===== src/rtl/rubn_pkg.sv =====
// shared types and constants for the rotate and unit-box normalise block
// no dependencies; used by rubn_rot, rubn_div and the top level
package rubn_pkg;

    localparam int COORD_WIDTH_DEF = 32;
    localparam int COORD_FRAC_DEF  = 16;
    localparam int TRIG_FRAC_DEF   = 14;
    localparam int TRIG_WIDTH      = 16;
    localparam int CMD_WIDTH       = 2;

    localparam logic signed [TRIG_WIDTH-1:0] COS_RESET = 16'sd16384;
    localparam logic signed [TRIG_WIDTH-1:0] SIN_RESET = 16'sd0;

    typedef enum logic [CMD_WIDTH-1:0] {
        CMD_CLEAR     = 2'd0,
        CMD_MEASURE   = 2'd1,
        CMD_NORMALIZE = 2'd2,
        CMD_NONE      = 2'd3
    } cmd_t;

    typedef enum logic {
        REG_COS = 1'b0,
        REG_SIN = 1'b1
    } reg_idx_t;

    typedef enum logic [1:0] {
        AX_X = 2'd0,
        AX_Y = 2'd1,
        AX_Z = 2'd2
    } axis_t;

    typedef enum logic [2:0] {
        ST_IDLE,
        ST_ROT,
        ST_CHECK,
        ST_DIV_START,
        ST_DIV_WAIT,
        ST_DONE
    } state_t;

    typedef enum logic [2:0] {
        ROT_IDLE,
        ROT_CX,
        ROT_SY,
        ROT_SX,
        ROT_CY,
        ROT_FIN
    } rot_st_t;

endpackage


===== src/rtl/rubn_div.sv =====
// radix-2 restoring divider: signed offset times 2^frac over a positive extent,
// truncated toward zero and saturated; depends on rubn_pkg
module rubn_div #(
    parameter int COORD_WIDTH = rubn_pkg::COORD_WIDTH_DEF,
    parameter int COORD_FRAC  = rubn_pkg::COORD_FRAC_DEF
) (
    input  logic                          clk,
    input  logic                          rst_n,
    input  logic                          start,
    input  logic signed [COORD_WIDTH:0]   numer,
    input  logic [COORD_WIDTH-1:0]        denom,
    output logic                          done,
    output logic signed [COORD_WIDTH-1:0] quot
);

    localparam int NW    = COORD_WIDTH + 1 + COORD_FRAC;
    localparam int CNT_W = $clog2(NW + 1);

    logic [NW-1:0]          nq_reg, nq_next;
    logic [COORD_WIDTH-1:0] rem_reg, rem_next;
    logic [COORD_WIDTH-1:0] den_reg, den_next;
    logic                   neg_reg, neg_next;
    logic [CNT_W-1:0]       cnt_reg, cnt_next;
    logic                   busy_reg, busy_next;
    logic                   done_reg, done_next;
    logic [COORD_WIDTH-1:0] quot_reg, quot_next;
    logic [COORD_WIDTH:0]   mag;
    logic [COORD_WIDTH:0]   trial;
    logic [COORD_WIDTH:0]   diff;
    logic                   ge;
    logic [NW-1:0]          limit;
    logic [NW-1:0]          qc;
    logic [COORD_WIDTH-1:0] q_low;

    always_ff @(posedge clk or negedge rst_n)
    begin
        if (!rst_n)
        begin
            busy_reg <= 1'b0;
            done_reg <= 1'b0;
            cnt_reg  <= '0;
        end
        else
        begin
            busy_reg <= busy_next;
            done_reg <= done_next;
            cnt_reg  <= cnt_next;
        end
    end

    always_ff @(posedge clk)
    begin
        nq_reg   <= nq_next;
        rem_reg  <= rem_next;
        den_reg  <= den_next;
        neg_reg  <= neg_next;
        quot_reg <= quot_next;
    end

    always_comb
    begin
        mag   = numer[COORD_WIDTH] ? (~numer + 1'b1) : numer;
        trial = {rem_reg, nq_reg[NW-1]};
        diff  = trial - {1'b0, den_reg};
        ge    = (trial >= {1'b0, den_reg});
        limit = {{(NW-COORD_WIDTH){1'b0}},
                 neg_reg ? {1'b1, {(COORD_WIDTH-1){1'b0}}}
                         : {1'b0, {(COORD_WIDTH-1){1'b1}}}};
        qc    = (nq_reg > limit) ? limit : nq_reg;
        q_low = qc[COORD_WIDTH-1:0];

        nq_next   = nq_reg;
        rem_next  = rem_reg;
        den_next  = den_reg;
        neg_next  = neg_reg;
        cnt_next  = cnt_reg;
        busy_next = busy_reg;
        done_next = 1'b0;
        quot_next = quot_reg;

        if (start)
        begin
            nq_next   = {mag, {COORD_FRAC{1'b0}}};
            rem_next  = '0;
            den_next  = denom;
            neg_next  = numer[COORD_WIDTH];
            cnt_next  = CNT_W'(NW);
            busy_next = 1'b1;
        end
        else if (busy_reg)
        begin
            if (cnt_reg == '0)
            begin
                quot_next = neg_reg ? (~q_low + 1'b1) : q_low;
                done_next = 1'b1;
                busy_next = 1'b0;
            end
            else
            begin
                rem_next = ge ? diff[COORD_WIDTH-1:0] : trial[COORD_WIDTH-1:0];
                nq_next  = {nq_reg[NW-2:0], ge};
                cnt_next = cnt_reg - 1'b1;
            end
        end
    end

    assign done = done_reg;
    assign quot = quot_reg;

`ifndef SYNTH
    a_start_idle: assert property (@(posedge clk) disable iff (!rst_n)
        start |-> !busy_reg)
        else $error("divider started while busy");

    a_done_pulse: assert property (@(posedge clk) disable iff (!rst_n)
        done_reg |=> !done_reg)
        else $error("divider done held for more than one cycle");
`endif

endmodule


===== config.mk =====
export PLATFORM = sky130hd
export DESIGN_NAME = rubn_div
export DESIGN_NICKNAME = d
export VERILOG_FILES = /design/src/rtl/rubn_pkg.sv /design/src/rtl/rubn_div.sv
export SDC_FILE = /design/constraint.sdc
export NUM_CORES = 1
export LEC_CHECK = 0
export ABC_AREA = 1
export BUFFER_PORTS_ARGS = -buffer_cell sky130_fd_sc_hd__buf_2
export CORE_ASPECT_RATIO = 2
export CORE_UTILIZATION = 50
export DETAILED_ROUTE_END_ITERATION = 16
export PLACE_DENSITY = 0.72
export SETUP_SLACK_MARGIN = 0.3
export SYNTH_ARGS = -nofsm -noshare
export SYNTH_HDL_FRONTEND = slang
export SYNTH_SLANG_ARGS = --single-unit

===== constraint.sdc =====
create_clock -name clk -period 3.8 [get_ports clk]
set_input_delay 0.19 -clock clk [delete_from_list [all_inputs] [get_ports clk]]
set_output_delay 0.19 -clock clk [all_outputs]
set_load 0.02 [all_outputs]

==> run summary, run 1 <==
* worst hold-check path type: in2reg
* GR Overflow Total: 0
* Synth Area in XOR/XNOR: 2.19%
* dominant combinational cell family by area after synthesis: simple AND/OR/NAND/NOR gates
* post-synthesis sequential area ratio: 38.1%
* worst supply voltage drop on vdd: 0.000344 V
* number of buffers added by the clock tree synthesis step: 17
* Layout area overhead: 21.6%
* diode count: 0
* total number of yosys warnings: 0
* top_reg_cell synth: sky130_fd_sc_hd__edfxtp_1
* average via count per standard cell: 5.65
* fraction of synthesized cell area taken by the top area cell type: 27.3%
* Internal Pwr Total: 3.78 mW
* Max stage delay on crit path: 450 ps
* number of instances in the synthesized netlist: 1461
* total power divided by cell area: 476 nW/um^2
* cell count after placement: 1805
* transition at the pin with the smallest max-transition slack: 844 ps
* fraction of registers with async set/reset: 5.19%
* sw frac: 39.2%
* final estimated routing congestion in global placement: 0.986
* Total GRT Usage: 29.5%
* count of state elements after synthesis: 154
* CTS Sinks: 154
* Hold EP: nq_reg[47]$_DFFE_PP_
* Final Max Tran Viols: 0
* count of nets after finishing: 1751
* number of distinct standard cells referenced by the synthesized netlist: 60
* Reg-to-Reg End: quot[28]$_DFFE_PP_
* number of filler instances in the final layout: 1936
* reported max-cap violation count: 0
* clock tree from TritonCTS: done
* Max clock buf depth: 2
* nature of the critical path startpoint: flip-flop
* syn nets: 1598
* setup TNS after final layout: 0 ps
* final worst path period share: 91.6%
* post-route cell area: 13100 um^2
* net switching power figure: 2.44 mW
* root buf cell: sky130_fd_sc_hd__clkbuf_16
* list of cells traversed by the critical path: buf_6, clkbuf_16, ha_1, nand2_1, nor2_2, and2_4, nand3b_1, nand3_2, nand2_2, nand2_4, nand2_8, nand2_4, nand2_2, inv_2, ha_4, a21boi_2, nand2_2, nor2_4, nand2_4, nor2_4, nand3_2, nand3_2, nand2_1
* total number of vias: 10700
* count of boundary I/O pins: 101
* startpoint of the lowest-slack hold path: numer[31]
* die area: 22200 um^2
* clock share of power: 26.7%
* First DRT Iteration DRCs: 513
* highest fanout seen on the critical path: 7
* die width: 106 um
* type of the setup path with the least slack: reg2reg
* worst r2r src: neg_reg$_DFFE_PP_
* number of cells on the worst hold path: 3
* first-pass GRT wire length: 49800 um
* vias in the first global route: 10600
* clock-pin transition on the worst setup and hold timing paths: 70 ps
* Routed Antenna Nets: 0
* leading cell types in the layout, fill and taps excluded: sky130_fd_sc_hd__nand2_1, sky130_fd_sc_hd__inv_1, sky130_fd_sc_hd__nor2_1
* final critical path time including I/O delays and setup: 3480 ps
* status: finished, final reports clean
* Final HPWL DP: 24000 um
* Synth Area in Compound Gates: 11.7%
* largest net degree at the start of global routing: 61
* worst slew slack as a fraction of its limit: 43.4%
* number of remaining DRC errors: 0
* H-tree Lvls: 4
* y dimension of the die: 210 um
* core area: 21000 um^2
* final total power: 6.23 mW
* average wire per cell in the routed design: 17.5 um
* worst hold slack: 95.2 ps
* final setup skew: 8.94 ps
* max FFs per register: 49
* fmax: 287 MHz
* Post-synth EDFFs: 98
* power share of the combinational group: 38.0%
* total count of hold-check failures in the final report: 0
* number of cells on the worst reg-to-reg path: 23
* number of I/O port buffers: 100
* antenna violations before repair: 0
* number of cell rows: 75
* clk_lat worst skew: 450 ps
* Starting Density: 51.3%
* data required time of the worst path: 4010 ps
* mapped cell area: 10800 um^2
* fraction of layout cells with a size suffix above 1: 18.1%
* total iterations of the first detailed-routing run: 5
* final setup vio count: 0
* Mapped Avg Cell Area: 7.37 um^2
* Total Routed Length: 33100 um
* Crit. End Element: flip-flop
* part of the power in registers: 35.3%
* unrepaired setup endpoints after global routing: false
* leakage component of the power: 6.25 nW
* cell with the largest stage delay on the worst path: sky130_fd_sc_hd__edfxtp_1
* basic-gate share of the synthesized area counting and, or, nand and nor cells: 30.8%
* data arrival time of the critical path: 3690 ps
* setup slack of the most critical reg-to-reg path: 320 ps
* cell area after placement: 11600 um^2
* most common cell after layout, fill and taps aside: sky130_fd_sc_hd__nand2_1
* post-synthesis adder-cell area fraction: 8.08%
* area leader, netlist: sky130_fd_sc_hd__edfxtp_1
* mux cell area share after synthesis: 0.209%
* Area contributors post-synth: sky130_fd_sc_hd__edfxtp_1, sky130_fd_sc_hd__nand2_1, sky130_fd_sc_hd__dfxtp_1, sky130_fd_sc_hd__ha_1, sky130_fd_sc_hd__inv_1
* fin cells: 1896
[worst max-delay path by stage]
stage	to	slack [ps]	start
floorplan	quot[6]$_DFFE_PP_	170	neg_reg$_DFFE_PP_
global placement	quot[22]$_DFFE_PP_	190	neg_reg$_DFFE_PP_
detailed placement	quot[22]$_DFFE_PP_	120	neg_reg$_DFFE_PP_
CTS	quot[22]$_DFFE_PP_	270	neg_reg$_DFFE_PP_
global route	quot[14]$_DFFE_PP_	170	neg_reg$_DFFE_PP_
finish	quot[28]$_DFFE_PP_	320	neg_reg$_DFFE_PP_
[layer usage]
layer	wire (um)	up-vias	share of wire [%]	track usage [%]
met1	10300	4940	31	24.2
met2	18600	410	56	58.5
met3	1230	177	3.7	4.13
li1	-	5190	-	-
met5	0	-	0	0
met4	3030	0	9.1	25.8
[through the flow]
| step | setup slack [ps] | util (%) |
|---|---|---|
| after global placement | 187 | 55.1 |
| after detailed placement | 121 | 55.1 |
| after floorplan | 170 | - |
| after CTS | 272 | 59.6 |
| after global routing | 171 | 62.3 |
| final | 319 | 62.3 |
[worst max-delay path: cells and delay by family, from the launching register on]
kind / cells / cell delay, ps
compound gates: 1 / 160
flops: 1 / 450
fa+ha+maj: 2 / 390
buf+inv: 3 / 430
simple gates: 17 / 1810
[cell type report]
type	count	area [um^2]	share of cell area, %
Clock inverter	13	105	0.803
Multi-Input combinational cell	1066	6090	46.5
Tap cell	269	337	2.57
Sequential cell	154	4100	31.3
Clock buffer	19	464	3.54
Inverter	199	749	5.72
Timing Repair Buffer	176	1250	9.54
[Yosys cell counts, types with 3 or more instances]
library cell               instances
sky130_fd_sc_hd__nand2_1         382
sky130_fd_sc_hd__buf_4             3
sky130_fd_sc_hd__buf_2             9
sky130_fd_sc_hd__o21bai_1          4
sky130_fd_sc_hd__nand3_1         113
sky130_fd_sc_hd__o211ai_1          8
sky130_fd_sc_hd__o21ai_0          72
sky130_fd_sc_hd__clkinv_1          4
sky130_fd_sc_hd__a21oi_1          64
sky130_fd_sc_hd__a221oi_1          4
sky130_fd_sc_hd__nand4_1          31
sky130_fd_sc_hd__clkbuf_1         23
sky130_fd_sc_hd__nand2_2          22
sky130_fd_sc_hd__o21ai_1          11
sky130_fd_sc_hd__nor2_2           10
sky130_fd_sc_hd__nand2_4           5
sky130_fd_sc_hd__xnor2_1          11
sky130_fd_sc_hd__buf_1             5
sky130_fd_sc_hd__nor3_2            5
sky130_fd_sc_hd__nor3_1           23
sky130_fd_sc_hd__o21a_1            3
sky130_fd_sc_hd__ha_1             68
sky130_fd_sc_hd__nor2_1          132
sky130_fd_sc_hd__edfxtp_1         98
sky130_fd_sc_hd__xor2_1           16
sky130_fd_sc_hd__nand3b_1          4
sky130_fd_sc_hd__inv_1           194
sky130_fd_sc_hd__a21o_1            7
sky130_fd_sc_hd__or2_2             4
sky130_fd_sc_hd__o22ai_1          23
sky130_fd_sc_hd__nor4_1            6
sky130_fd_sc_hd__a31oi_1           7
sky130_fd_sc_hd__dfxtp_1          48
sky130_fd_sc_hd__buf_6             4
sky130_fd_sc_hd__nand3_2           3
sky130_fd_sc_hd__dfrtp_1           8
[cell families after synthesis]
kind of cell	count (synthesis)
AOI/OAI and AO/OA	217
xor gates and xnor gates	27
adders and majority gates	69
buffers and inverters	243
DFF	154
muxes	2
and+or+nand+nor	749
[power by group through the flow]
| stage | combinational, mW | sequential, mW | clock (mW) |
|---|---|---|---|
| 6_report | 2.37 | 2.20 | 1.66 |
| 5_1_grt | 2.61 | 2.22 | 1.75 |
| 4_1_cts | 2.27 | 2.18 | 1.68 |
| 3_5_place_dp | 2.22 | 2.22 | 0 |
| 3_3_place_gp | 2.19 | 2.21 | 0 |
| 2_1_floorplan | 1.67 | 2.16 | 0 |
[repair_timing]
action,4_1_cts,5_1_grt
endpoints found under the setup margin,16,23
cloned,1,5
hold buffers,33,0
endpoints found under the hold margin,40,0
buffers inserted,0,20
gates resized for setup,6,60
pin swaps,1,23
(Power assumes the default switching activity.)
==> run 2: changes to the inputs <==
Clock period 3.8 ns to 3 ns, I/O delays scaled along.
==> run summary, run 2 (synthesis results as in run 1) <==
* status: finished, violations left
* violations in the final reports: setup timing
* diode count: 0
* Starting Density: 51.3%
* cell with the largest stage delay on the worst path: sky130_fd_sc_hd__edfxtp_1
* count of nets after finishing: 1858
* total count of hold-check failures in the final report: 0
* GR Overflow Total: 0
* average wire per cell in the routed design: 16.8 um
* H-tree Lvls: 4
* root buf cell: sky130_fd_sc_hd__clkbuf_16
* final critical path time including I/O delays and setup: 3370 ps
* antenna violations before repair: 1
* worst supply voltage drop on vdd: 0.000560 V
* average via count per standard cell: 5.50
* final setup vio count: 28
* setup slack after placement: -417 ps
* CTS Sinks: 154
* Routed Antenna Nets: 0
* fraction of layout cells with a size suffix above 1: 26.2%
* cell with the most instances on the worst path: sky130_fd_sc_hd__nand2_2
* number of remaining DRC errors: 0
* total number of vias: 11000
* total iterations of the first detailed-routing run: 5
* number of buffers added by the clock tree synthesis step: 17
* clock tree from TritonCTS: done
* leading cell types in the layout, fill and taps excluded: sky130_fd_sc_hd__nand2_1, sky130_fd_sc_hd__inv_1, sky130_fd_sc_hd__buf_4
* worst hold-check path type: in2async
* most common cell after layout, fill and taps aside: sky130_fd_sc_hd__nand2_1
* die width: 106 um
* unrepaired setup endpoints after global routing: true
* highest fanout seen on the critical path: 8
* Max stage delay on crit path: 460 ps
* reported max-cap violation count: 0
* data required time of the worst path: 3200 ps
* transition at the pin with the smallest max-transition slack: 888 ps
* Total Routed Length: 33600 um
* nature of the critical path startpoint: flip-flop
* core area: 21000 um^2
* Max clock buf depth: 2
* leakage component of the power: 6.85 nW
* count of boundary I/O pins: 101
* fmax: 297 MHz
* clk_lat worst skew: 450 ps
* Final Max Tran Viols: 0
* list of cells traversed by the critical path: buf_6, buf_16, ha_4, nand2_2, nor2_2, and2_4, nand3b_1, nand3_2, nand2_1, nand2_2, nand2_4, nand2_2, nand2_2, inv_2, ha_4, a21boi_4, nand2_4, nor2_4, nand2_4, nor2_4, nor2_1, nor2_1, a21oi_1
* smallest setup slack after layout: -369 ps
* data arrival time of the critical path: 3570 ps
* total power divided by cell area: 587 nW/um^2
* number of cell rows: 75
* clock-pin transition on the worst setup and hold timing paths: 60 ps
* vias in the first global route: 11300
* number of I/O port buffers: 100
* Total GRT Usage: 30.9%
* Final HPWL DP: 25000 um
* First DRT Iteration DRCs: 548
* y dimension of the die: 210 um
* worst slew slack as a fraction of its limit: 40.1%
* largest net degree at the start of global routing: 51
* type of the setup path with the least slack: reg2reg
* final total power: 8.30 mW
* final estimated routing congestion in global placement: 1.05
* final setup skew: 13.1 ps
* number of filler instances in the final layout: 1809
* first-pass GRT wire length: 52200 um
* Layout area overhead: 31.1%
* final worst path period share: 112%
* Crit. End Element: flip-flop
* max FFs per register: 49
* die area: 22200 um^2
-- run 2: worst paths after layout --
kind | from | endpoint | slack (ps) | cells past startpoint
hold / removal | rst_n | cnt_reg[3]$_DFFE_PN0P_ | 70 | 2
max in group asynchronous | rst_n | cnt_reg[0]$_DFFE_PN0P_ | 2750 | 2
setup reg to reg | neg_reg$_DFFE_PP_ | quot[12]$_DFFE_PP_ | -370 | 23
setup / recovery | neg_reg$_DFFE_PP_ | quot[12]$_DFFE_PP_ | -370 | 23
min in group clk | numer[31] | nq_reg[47]$_DFFE_PP_ | 90 | 3
hold reg to reg | rem_reg[25]$_SDFFE_PP0P_ | rem_reg[25]$_SDFFE_PP0P_ | 480 | 2
-- run 2: power breakdown --
group	internal (mW)	switching [mW]	total [mW]
logic	1.44	2.07	3.52
registers	2.55	0.226	2.77
clock network	1.13	0.883	2.01
-- run 2: cell type report --
cell class / instances / area, um^2 / area share (%)
inverters: 199 / 747 / 5.29
clock inverters: 13 / 103 / 0.726
clock buffers: 19 / 433 / 3.06
flip-flops and latches: 154 / 4100 / 29.1
well taps: 269 / 337 / 2.38
repair buffers: 285 / 2060 / 14.6
multi-input cells: 1064 / 6350 / 44.9
-- run 2: what timing repair did --
item	in CTS	in global routing
cloned	1	0
pin swaps	14	16
setup buffers	15	9
hold endpoints to repair	40	0
setup endpoints to repair	62	63
gates resized for setup	67	56
hold buffers	33	0
-- run 2: worst max-delay path, delay by kind of cell (launching register included) --
family                   cells  cell delay [ps]
buffers and inverters        3              380
AND/OR/NAND/NOR             16             1650
AO/OA/AOI/OAI                2              240
adder cells (fa/ha/maj)      2              390
flip-flops                   1              460
-- run 2: per-layer routing --
metal	vias up	GRT usage (%)	share of wire [%]
met3	183	4.81	3.6
met1	5080	24.5	31
met5	-	0	0.036
met4	2	26.6	9.2
met2	366	62.2	57
li1	5383	-	-
-- run 2: per-stage QoR --
stage | cell area (um^2) | util (%) | TNS, ps | cells | hold WS [ps]
6_report | 14100 | 67.2 | -6020 | 2003 | 71.3
5_1_grt | 14100 | 67.2 | -11680 | 2003 | 94.0
4_1_cts | 13800 | 65.6 | -3990 | 1994 | 71.0
3_5_place_dp | 12500 | 59.5 | -6850 | 1913 | 3.81
3_3_place_gp | 12500 | 59.5 | -4740 | 1913 | 4.06
2_1_floorplan | 10900 | - | -10780 | 1461 | -146
==> run 3: changes to the inputs <==
Settings changed: CORE_ASPECT_RATIO 2 to not set, RECOVER_POWER set to 100.
==> run summary, run 3 (synthesis results as in run 1) <==
* status: finished, violations left
* violations in the final reports: capacitance limit, slew limit, setup timing
* largest net degree at the start of global routing: 61
* fraction of layout cells with a size suffix above 1: 22.7%
* utilization after layout: 66.3%
* leading cell types in the layout, fill and taps excluded: sky130_fd_sc_hd__nand2_1, sky130_fd_sc_hd__inv_1, sky130_fd_sc_hd__nor2_1
* count of nets after finishing: 1819
* total number of vias: 10700
* Starting Density: 51.1%
* clock tree from TritonCTS: done
* final setup skew: 11.4 ps
* fmax: 310 MHz
* Crit. End Element: flip-flop
* average wire per cell in the routed design: 15.2 um
* number of cell rows: 53
* diode count: 0
* Max stage delay on crit path: 400 ps
* worst slew slack as a fraction of its limit: -0.0275%
* GR Overflow Total: 0
* data required time of the worst path: 3180 ps
* Total Routed Length: 30000 um
* count of boundary I/O pins: 101
* cell area after placement: 12300 um^2
* Total GRT Usage: 26.2%
* most common cell after layout, fill and taps aside: sky130_fd_sc_hd__nand2_1
* y dimension of the die: 149 um
* part of the power in registers: 33.2%
* net switching power figure: 3.21 mW
* number of filler instances in the final layout: 1753
* worst hold-check path type: in2reg
* average via count per standard cell: 5.43
* highest fanout seen on the critical path: 8
* dominant delay contributor by cell family on the critical path: simple AND/OR/NAND/NOR gates
* Final HPWL DP: 20300 um
* cell with the most instances on the worst path: sky130_fd_sc_hd__nand2_2
* clk_lat worst skew: 440 ps
* vias in the first global route: 9818
* H-tree Lvls: 4
* final setup vio count: 28
* cell with the largest stage delay on the worst path: sky130_fd_sc_hd__edfxtp_1
* Layout area overhead: 29.8%
* final estimated routing congestion in global placement: 0.911
* reported max-cap violation count: 1
* Worst Path Buf+Inv: 3
* setup TNS after final layout: -3740 ps
* number of remaining DRC errors: 0
* Final Max Tran Viols: 19
* final critical path time including I/O delays and setup: 3230 ps
* core area: 21100 um^2
* list of cells traversed by the critical path: buf_6, buf_12, ha_1, nand4_1, nor2_2, nand3_2, nor2_2, nand2_1, nand2_2, nand2_4, nand2_2, nand2_2, inv_2, ha_4, a21boi_2, nand2_2, nor2_4, nand2_4, nor2_4, nor2_1, nor2_1, a21oi_1
* power share of the combinational group: 41.1%
* sw frac: 38.4%
* Max clock buf depth: 2
* max FFs per register: 49
* nature of the critical path startpoint: flip-flop
* post-route cell area: 14000 um^2
* number of I/O port buffers: 100
* transition at the pin with the smallest max-transition slack: 1500 ps
* smallest setup slack after layout: -231 ps
* Routed Antenna Nets: 0
* clock share of power: 25.8%
* total iterations of the first detailed-routing run: 6
* leakage component of the power: 6.63 nW
* die width: 149 um
* first-pass GRT wire length: 46400 um
* final total power: 8.35 mW
* antenna violations before repair: 0
* type of the setup path with the least slack: reg2reg
* number of buffers added by the clock tree synthesis step: 17
* data arrival time of the critical path: 3410 ps
* worst supply voltage drop on vdd: 0.000551 V
* total power divided by cell area: 597 nW/um^2
* unrepaired setup endpoints after global routing: true
* total count of hold-check failures in the final report: 0
* die area: 22100 um^2
* CTS Sinks: 154
* First DRT Iteration DRCs: 867
* Internal Pwr Total: 5.14 mW
* clock-pin transition on the worst setup and hold timing paths: 70 ps
* final worst path period share: 108%
* root buf cell: sky130_fd_sc_hd__clkbuf_16
## run 3: metal layers
layer / vias up / routed length (um) / track usage (%)
met2: 398 / 14100 / 42.8
li1: 5310 / - / -
met1: 4922 / 13400 / 35.6
met5: - / 0 / 0
met4: 0 / 625 / 8.06
met3: 62 / 1890 / 4.19
## run 3: final timing paths
check,endpoint,start,cells after the start,slack (ps)
max in group asynchronous,cnt_reg[2]$_DFFE_PN0P_,rst_n,2,2530
setup reg to reg,quot[12]$_DFFE_PP_,neg_reg$_DFFE_PP_,22,-230
hold reg to reg,rem_reg[24]$_SDFFE_PP0P_,rem_reg[24]$_SDFFE_PP0P_,2,480
min in group asynchronous,cnt_reg[1]$_DFFE_PN0P_,rst_n,2,160
hold / removal,nq_reg[47]$_DFFE_PP_,numer[31],3,70
setup / recovery,quot[12]$_DFFE_PP_,neg_reg$_DFFE_PP_,22,-230
## run 3: through the flow
stage                     cells  setup WS, ps  hold slack (ps)
after floorplan            1461          -613             -146
after global placement     1887         -58.5             3.53
after detailed placement   1887          -210             3.98
final                      1970          -231             70.7
after global routing       1970          -422             63.8
after CTS                  1954          -185             58.4
## run 3: area by class of cell
cell class / instances / area (um^2) / share of cell area, %
Timing Repair Buffer: 246 / 1820 / 13.0
Clock buffer: 17 / 425 / 3.04
Tap cell: 275 / 344 / 2.46
Clock inverter: 15 / 156 / 1.12
Inverter: 199 / 747 / 5.34
Sequential cell: 154 / 4100 / 29.3
Multi-Input combinational cell: 1064 / 6390 / 45.7
## run 3: power groups by stage
| stage | Clock [mW] | Combinational, mW | Sequential, mW |
|---|---|---|---|
| 6_report | 2.15 | 3.43 | 2.77 |
| 5_1_grt | 2.25 | 3.78 | 2.80 |
| 4_1_cts | 2.16 | 3.01 | 2.75 |
| 3_5_place_dp | 0 | 2.86 | 2.79 |
| 3_3_place_gp | 0 | 2.82 | 2.78 |
| 2_1_floorplan | 0 | 2.13 | 2.74 |
## run 3: tightest hold or removal path, cell delays in order
cell                      delay (ps)
sky130_fd_sc_hd__buf_2           120
sky130_fd_sc_hd__o21ai_1          80
sky130_fd_sc_hd__nand2_1          50
## run 3: timing repair
item | 4_1_cts | 5_1_grt
setup buffers | 2 | 11
endpoints found under the hold margin | 40 | 0
gates cloned | 0 | 5
endpoints found under the setup margin | 56 | 64
resized for setup | 32 | 113
hold buffers | 33 | 0
pin swaps | 7 | 16
